===== config.mk =====
export PLATFORM = sky130hd
export DESIGN_NAME = blur3_cell
export DESIGN_NICKNAME = d
export VERILOG_FILES = /design/src/rtl/blur3_pkg.sv /design/src/rtl/blur3_cell.sv
export SDC_FILE = /design/constraint.sdc
export NUM_CORES = 1
export LEC_CHECK = 0
export BUFFER_PORTS_ARGS = -buffer_cell sky130_fd_sc_hd__buf_4
export CAP_MARGIN = 20
export CORE_MARGIN = 10
export CORE_UTILIZATION = 46
export DETAILED_ROUTE_END_ITERATION = 12
export PLACE_DENSITY_LB_ADDON = 0.05
export SYNTH_ARGS = -nofsm -noshare
export SYNTH_HDL_FRONTEND = slang
export SYNTH_SLANG_ARGS = --single-unit
export TNS_END_PERCENT = 100

===== constraint.sdc =====
create_clock -name clock -period 2.6 [get_ports clock]
set_clock_uncertainty 0.1 [all_clocks]
set_input_delay 0 -clock clock [delete_from_list [all_inputs] [get_ports clock]]
set_output_delay 0 -clock clock [all_outputs]
set_load 0.1 [all_outputs]

===== src/rtl/blur3_pkg.sv =====
`timescale 1ns / 1ps
// shared types and constants for the 3x3 rgb box blur
package blur3_pkg;

   localparam int PIX_W            = 24;
   localparam int LINE_W           = 2 * PIX_W;
   localparam int CSR_DATA_W       = 11;
   localparam int COL_SUM_W        = 10;
   localparam int ACC_W            = 12;
   localparam int POS_W            = 10;
   localparam int NUM_CELLS        = 2;
   localparam int FRAME_WIDTH_RST  = 800;
   localparam int FRAME_HEIGHT_RST = 600;
   // q = (t * 7282) >> 16 equals t / 9 for every t up to 9 * 3 * 255
   localparam int DIV9_MUL         = 7282;
   localparam int DIV9_SHIFT       = 16;
   localparam int PROD_W           = 25;
   localparam logic [7:0] ALPHA_OPAQUE = 8'hFF;

   typedef enum logic [0:0] {
      OP_PIXEL = 1'b0,
      OP_DRAIN = 1'b1
   } op_type;

   typedef enum logic [0:0] {
      CSR_FRAME_WIDTH  = 1'b0,
      CSR_FRAME_HEIGHT = 1'b1
   } csr_index_type;

   typedef struct packed {
      op_type     op;
      logic [7:0] src_red;
      logic [7:0] src_green;
      logic [7:0] src_blue;
   } req_type;

   typedef struct packed {
      logic [7:0]       out_red;
      logic [7:0]       out_green;
      logic [7:0]       out_blue;
      logic [7:0]       out_alpha;
      logic [POS_W-1:0] out_column;
      logic [POS_W-1:0] out_row;
      logic             frame_last;
   } rsp_type;

   // per-channel sum over one window column
   typedef struct packed {
      logic [COL_SUM_W-1:0] red;
      logic [COL_SUM_W-1:0] green;
      logic [COL_SUM_W-1:0] blue;
   } chan_sum_type;

   // per-channel running sum along the cell chain
   typedef struct packed {
      logic [ACC_W-1:0] red;
      logic [ACC_W-1:0] green;
      logic [ACC_W-1:0] blue;
   } chan_acc_type;

endpackage


===== src/rtl/blur3_cell.sv =====
`timescale 1ns / 1ps
// one window column cell: holds a column sum, passes it on, adds it to the chain sum
module blur3_cell (
   input  logic                   clock,
   input  logic                   load,
   input  logic                   clear,
   input  blur3_pkg::chan_sum_type col_in,
   input  blur3_pkg::chan_acc_type acc_in,
   output blur3_pkg::chan_sum_type col_out,
   output blur3_pkg::chan_acc_type acc_out
);

   blur3_pkg::chan_sum_type col_ff;
   blur3_pkg::chan_sum_type col_in_sel;

   always_comb begin
      col_in_sel = clear ? '0 : col_in;
   end

   always_ff @(posedge clock) begin
      if (load) begin
         col_ff <= col_in_sel;
      end
   end

   always_comb begin
      col_out       = col_ff;
      acc_out.red   = acc_in.red   + blur3_pkg::ACC_W'(col_ff.red);
      acc_out.green = acc_in.green + blur3_pkg::ACC_W'(col_ff.green);
      acc_out.blue  = acc_in.blue  + blur3_pkg::ACC_W'(col_ff.blue);
   end

endmodule


# Word level (Yosys, flattened, before mapping)
# Index checks and enable logic that the tools add are counted.
classes:
  addsub: 3
op_table:
  columns: ["op", "count"]
  rows:
  - ["$add 12x10->12", 3]
totals:
  word_cells: 6
  register_bits: 30
  out_inout_bits: 66

# Longest topological paths before layout
# Gate-level depths: netlist of the first run.
depth:
  ltp_word: 1
  depth_mapped: 6
  mapped_depth_nobuf: 6

# Worst setup path before layout of the first run
# No wires, ideal clock.
synth_timing:
  kind: "flip-flop to output port"
  from: "register col_ff (netlist bit col_out[10])"
  to: "output acc_out[20] (netlist name)"
  path_slack_ps: -908
  stages_incl_launch_ff: 7
  arrival_ps: 3408
  n_path_buf: 0
  path_cell_list: "edfxtp_1 ha_1 fa_1 a21o_1 a22oi_1 a21oi_1 xor2_1"
synth_rtl:
  columns: ["item", "line", "text"]
  rows:
  - ["start, declared", "blur3_cell.sv:13", "blur3_pkg::chan_sum_type col_ff;"]
  - ["start signal, assigned", "blur3_cell.sv:22", "col_ff <= col_in_sel;"]
  - ["end, declared", "blur3_cell.sv:10", "output blur3_pkg::chan_acc_type acc_out"]

==> results.sh, run 1 <==
export IMPL_gp_congestion=0.780
export IMPL_io_buffers=134
export IMPL_cts_tree="yes"
export IMPL_first_global_vias=3012
export IMPL_yosysWarnings=0
export IMPL_synth_net_count=356
export IMPL_nets=544
export IMPL_io_pins=135
export IMPL_wl_per_cell_um=23.3
export IMPL_fin_crit_sh_pct=105
export IMPL_utilization_pct=90.9
export IMPL_synth_commonest_cells="edfxtp_1, ha_1, nor2b_1, a21oi_1"
export IMPL_rsz0062_at_grt="yes"
export IMPL_synth_area_top_cells="edfxtp_1, ha_1, nor2b_1"
export IMPL_clock_root_buffer="clkbuf_8"
export IMPL_run_status="complete, but fails checks"
export IMPL_drv_slew=0
export IMPL_cts_max_path_buffers=2
export IMPL_period_needed_ns=2.73
export IMPL_grt_max_degree=31
export IMPL_final_cell_count_no_fill=515
export IMPL_cp_required_ns=2.50
export IMPL_max_vdd_ir_drop_mv=0.631
export IMPL_grt_pass1_wl_mm=15.2
export IMPL_multi_input_area_um2=2370
export IMPL_die_area_um2=9030
export IMPL_vias=3059
export IMPL_fillCellCount=228
export IMPL_synth_edff_count=30
export IMPL_yosys_area_share_adder_pct=16.8
export IMPL_core_area_um2=5470
export IMPL_syn_area_um2=2590
export IMPL_final_hold_viol_count=0
export IMPL_criticalPathCategory="flop to output port"
export IMPL_synth_xor_area_share_pct=8.12
export IMPL_ys_types=33
export IMPL_clk_pin_slew_worst_paths_ns=0.07
export IMPL_fmax_ghz=0.366
export IMPL_maxSlewHeadroom_pct=65.3
export IMPL_htree_levels=2
export IMPL_vias_per_cell=5.94
export IMPL_hp_class="input pin to flop"
export IMPL_critical_path_cell_chain="ha_4 -> fa_2 -> a21o_1 -> a221oi_4 -> nor3_2 -> or4_4 -> buf_12"
export IMPL_synth_top_family_by_area="compound AO/OA/AOI/OAI gates"
export IMPL_diodes=0
export IMPL_drive_above_1_share_pct=51.0
export IMPL_whs_ns=0.0768
export IMPL_regArea_um2=901
export IMPL_synth_compound_area_share_pct=20.2
export IMPL_drtAntennaViolNets=0
export IMPL_die_w_um=95.0
export IMPL_gr_usage_all_layers_pct=21.2
export IMPL_worst_pin_slew_ns=0.516
export IMPL_synthArstFlopShare_pct=0
export IMPL_die_y_um=95.0
export IMPL_synth_top_area_cell="edfxtp_1"
export IMPL_synth_simple_area_share_pct=18.5
export IMPL_synth_seq_cells=30
export IMPL_cp_max_fo=2
export IMPL_slowest_stage="or4_4"
export IMPL_crit_path_max_incr_delay_ns=0.56
export IMPL_synthMuxAreaShare_pct=0
export IMPL_power_leakage_nw=2.13
export IMPL_hold_start="load"
export IMPL_drtIter0Drc=147
export IMPL_worstSetupStartpointType="flop"
export IMPL_failed_checks="setup timing"
export IMPL_finalWorstSetupSlack_ns=-0.135
export IMPL_setup_viol=4
export IMPL_synth_flop_cell="edfxtp_1"
export IMPL_setup_tns_ns=-0.207
export IMPL_p_total_mw=3.62
export IMPL_seq_area_frac_synth_pct=34.8
export IMPL_synth_top_area_share_pct=34.8
export IMPL_gr_total_overflow=0
export IMPL_crit_arrival_ns=2.63
export IMPL_num_rows=27
export IMPL_synth_area_per_cell_um2=10.2
export IMPL_initial_core_util_pct=47.3
export IMPL_p_per_area_nw_per_um2=728
export IMPL_dp_hpwl_mm=7.18
export IMPL_firstDrtPassIters=5
export IMPL_syn_to_final_growth_pct=92.2
export IMPL_cp_top_family="simple AND/OR/NAND/NOR gates"
export IMPL_drc=0
export IMPL_crit_path_start="col_out[10]"
export IMPL_cp_end_kind="output port"
export IMPL_largest_register_ffs=30
export IMPL_dp_cells=463
export IMPL_drv_cap=0
export IMPL_syn_inst=254
export IMPL_cts_made_buffers=5
export IMPL_drt_wl_total_mm=12.0
export IMPL_cts_sinks=30
export IMPL_antenna_found_initial=0
export IMPL_critPathBufInv=1
metrics by stage:
step / setup WS (ns) / area [µm²]
2_1_floorplan: -0.511 / 3220
4_1_cts: -0.0563 / 4820
3_5_place_dp: 0.0759 / 4350
6_report: -0.135 / 4970
3_3_place_gp: 0.111 / 4350
5_1_grt: -0.181 / 4970
logic make-up after synthesis:
| logic type | count (synthesis) |
|---|---|
| compound gates | 75 |
| xor+xnor | 24 |
| fa+ha+maj | 33 |
| buf+inv | 11 |
| flops | 30 |
| simple gates | 81 |
routing by layer:
metal	up-vias	GRT usage (%)	wire (µm)
met4	0	5.11	282
met3	25	7.46	1150
met1	1489	21.7	4160
met2	197	40.3	6410
li1	1348	-	-
met5	-	0	0
power by group:
part           internal, mW  switching [mW]
logic                 0.790            1.84
clock network         0.184           0.189
registers             0.577          0.0373
total                  1.55            2.07
layout make-up:
| type | instances | area share, % |
|---|---|---|
| multi-input combinational | 213 | 47.6 |
| timing repair buffer | 184 | 30.3 |
| sequential | 30 | 18.1 |
| tap | 72 | 1.81 |
| clock buffer | 6 | 1.46 |
| inverter | 8 | 0.604 |
| clock inverter | 2 | 0.176 |
path summary, 6_finish.rpt:
| path | endpoint | slack (ns) | depth (start not counted) |
|---|---|---|---|
| max | acc_out[22] | -0.13 | 7 |
| min | col_out[15] | 0.08 | 1 |
cells in the final DEF, fill, tap and decap left out, types with 4 or more instances in the layout:
cell type | synthesis | routed
a21o_1 | 15 | 14
a21oi_1 | 25 | 22
and3_1 | 9 | 8
buf_4 | 0 | 148
clkbuf_8 | 0 | 5
dlygate4sd3_1 | 0 | 30
edfxtp_1 | 30 | 30
ha_1 | 30 | 12
ha_4 | 0 | 16
inv_1 | 8 | 8
nand2_1 | 6 | 6
nand2b_1 | 6 | 6
nand3_1 | 6 | 6
nor2_1 | 5 | 5
nor2b_1 | 30 | 30
o211ai_1 | 6 | 6
o21ai_0 | 7 | 4
xnor2_4 | 0 | 12
xor2_4 | 0 | 7
what timing repair did:
action                                  in CTS  in global routing
gates resized for setup                     12                 21
endpoints found under the setup margin       4                 13
pin swaps                                    5                 17
endpoints found under the hold margin       30                  0
buffers inserted                             6                  8
hold buffers                                30                  0
Power figures use the tool's default switching activity.
==> run 2: changes to the inputs <==
ABC_CLOCK_PERIOD_IN_PS = 2600   (was unset)
SETUP_SLACK_MARGIN = 0.5   (was unset)
SKIP_CTS_REPAIR_TIMING = 1   (was unset)
==> run 2 against run 1 <==
Effect of this change: the flow still finishes with violations (setup timing); flip-flop and latch count is the same; non-clock buffer count grew 5; largest power group unchanged; global-route usage shrank 2.6 points; largest cell class unchanged; critical path depth is the same; setup slack lost 0.12 ns; highest routed layer unchanged; count of clock-buffer cells in the layout shrank 1; fmax shrank 4.3%; combinational power grew 12%; critical endpoint is now acc_out[34]; clock power grew 31%.
==> results.sh, run 2 (synthesis gave the netlist of run 1 again) <==
export IMPL_rsz0062_at_grt="yes"
export IMPL_drv_slew=0
export IMPL_finalWorstSetupSlack_ns=-0.258
export IMPL_cts_max_path_buffers=2
export IMPL_fillCellCount=96
export IMPL_dp_hpwl_mm=7.19
export IMPL_slowest_stage="or4_4"
export IMPL_crit_arrival_ns=2.76
export IMPL_p_per_area_nw_per_um2=765
export IMPL_worstSetupStartpointType="flop"
export IMPL_drv_cap=0
export IMPL_final_cell_count_no_fill=519
export IMPL_criticalPathCategory="flop to output port"
export IMPL_first_global_vias=2794
export IMPL_setup_tns_ns=-1.01
export IMPL_cts_tree="yes"
export IMPL_drtAntennaViolNets=0
export IMPL_die_area_um2=9030
export IMPL_dp_cells=462
export IMPL_setup_viol=8
export IMPL_final_common_cell="buf_4"
export IMPL_num_rows=27
export IMPL_gr_total_overflow=0
export IMPL_fin_crit_sh_pct=110
export IMPL_largest_register_ffs=30
export IMPL_grt_max_degree=31
export IMPL_power_leakage_nw=2.25
export IMPL_die_y_um=95.0
export IMPL_crit_path_max_incr_delay_ns=0.54
export IMPL_fmax_ghz=0.350
export IMPL_maxSlewHeadroom_pct=65.8
export IMPL_multi_input_area_um2=2440
export IMPL_worst_pin_slew_ns=0.510
export IMPL_pwr_share_seq_pct=15.3
export IMPL_die_w_um=95.0
export IMPL_nets=549
export IMPL_gr_usage_all_layers_pct=18.6
export IMPL_io_pins=135
export IMPL_p_comb_share_pct=72.6
export IMPL_place_area_um2=4300
export IMPL_p_clk_share_pct=12.1
export IMPL_antenna_found_initial=0
export IMPL_cp_max_fo=3
export IMPL_max_vdd_ir_drop_mv=0.630
export IMPL_whs_ns=0.0769
export IMPL_regArea_um2=901
export IMPL_cp_required_ns=2.50
export IMPL_hp_class="input pin to flop"
export IMPL_drc=0
export IMPL_drtIter0Drc=288
export IMPL_io_buffers=134
export IMPL_clock_root_buffer="clkbuf_8"
export IMPL_period_needed_ns=2.86
export IMPL_power_switching_mw=2.23
export IMPL_failed_checks="setup timing"
export IMPL_vias=3439
export IMPL_clk_pin_slew_worst_paths_ns=0.08
export IMPL_cp_end_kind="output port"
export IMPL_diodes=0
export IMPL_vias_per_cell=6.63
export IMPL_run_status="complete, but fails checks"
export IMPL_cts_made_buffers=5
export IMPL_final_hold_viol_count=0
export IMPL_critical_path_cell_chain="ha_4 -> fa_2 -> a21o_1 -> a221oi_4 -> nor3_2 -> or4_4 -> buf_12"
export IMPL_grt_pass1_wl_mm=13.3
export IMPL_drive_above_1_share_pct=54.1
export IMPL_wl_per_cell_um=29.6
export IMPL_firstDrtPassIters=6
export IMPL_initial_core_util_pct=47.3
export IMPL_htree_levels=2
export IMPL_final_cell_mix="buf_4, nor2b_1, edfxtp_1, dlygate4sd3_1"
export IMPL_syn_to_final_growth_pct=104
export IMPL_internal_power_mw=1.82
export IMPL_core_area_um2=5470
export IMPL_switching_share_pct=55.1
export IMPL_gp_congestion=0.843
export IMPL_cts_sinks=30
export IMPL_drt_wl_total_mm=15.4
export IMPL_design_area_um2=5290
-- run 2: metrics by stage --
step                worst slack (ns)  total power [mW]  utilization [%]
floorplan                     -0.350              2.55                -
global placement               0.107              3.00             78.5
finish                        -0.258              4.05             96.7
CTS                           -0.255              3.50             80.4
global route                  -0.290              4.11             96.7
detailed placement            0.0670              3.03             78.5
-- run 2: worst max-delay path: cells and delay by family (launching register included) --
kind | cells | cell delay, ns
fa+ha+maj | 2 | 0.60
flops | 1 | 0.45
compound gates | 2 | 0.61
simple gates | 2 | 0.61
buf+inv | 1 | 0.18
-- run 2: path summary, 6_finish.rpt --
path	start	end	slack, ns	cells past startpoint
max	col_out[20]	acc_out[34]	-0.26	7
min	load	col_out[29]	0.08	1
-- run 2: power by group through the flow --
stage,Combinational (mW),Clock (mW),Sequential (mW)
floorplan,1.67,0,0.885
global placement,2.39,0,0.614
detailed placement,2.41,0,0.617
CTS,2.42,0.469,0.606
global route,3.00,0.493,0.621
finish,2.94,0.489,0.619
-- run 2: metal layers --
layer	share of wire, %	routed length [µm]	global-route usage, %	vias up
li1	-	-	-	1355
met2	50	7620	33.8	335
met3	11	1660	9.43	113
met1	32	4980	18.2	1636
met5	0	0	0	-
met4	7.3	1120	5.24	0
-- run 2: layout make-up --
type | instances | share of cell area (%)
tap | 72 | 1.70
inverter | 8 | 0.568
multi-input combinational | 213 | 46.1
timing repair buffer | 189 | 32.6
clock buffer | 5 | 1.30
sequential | 30 | 17.0
clock inverter | 2 | 0.639
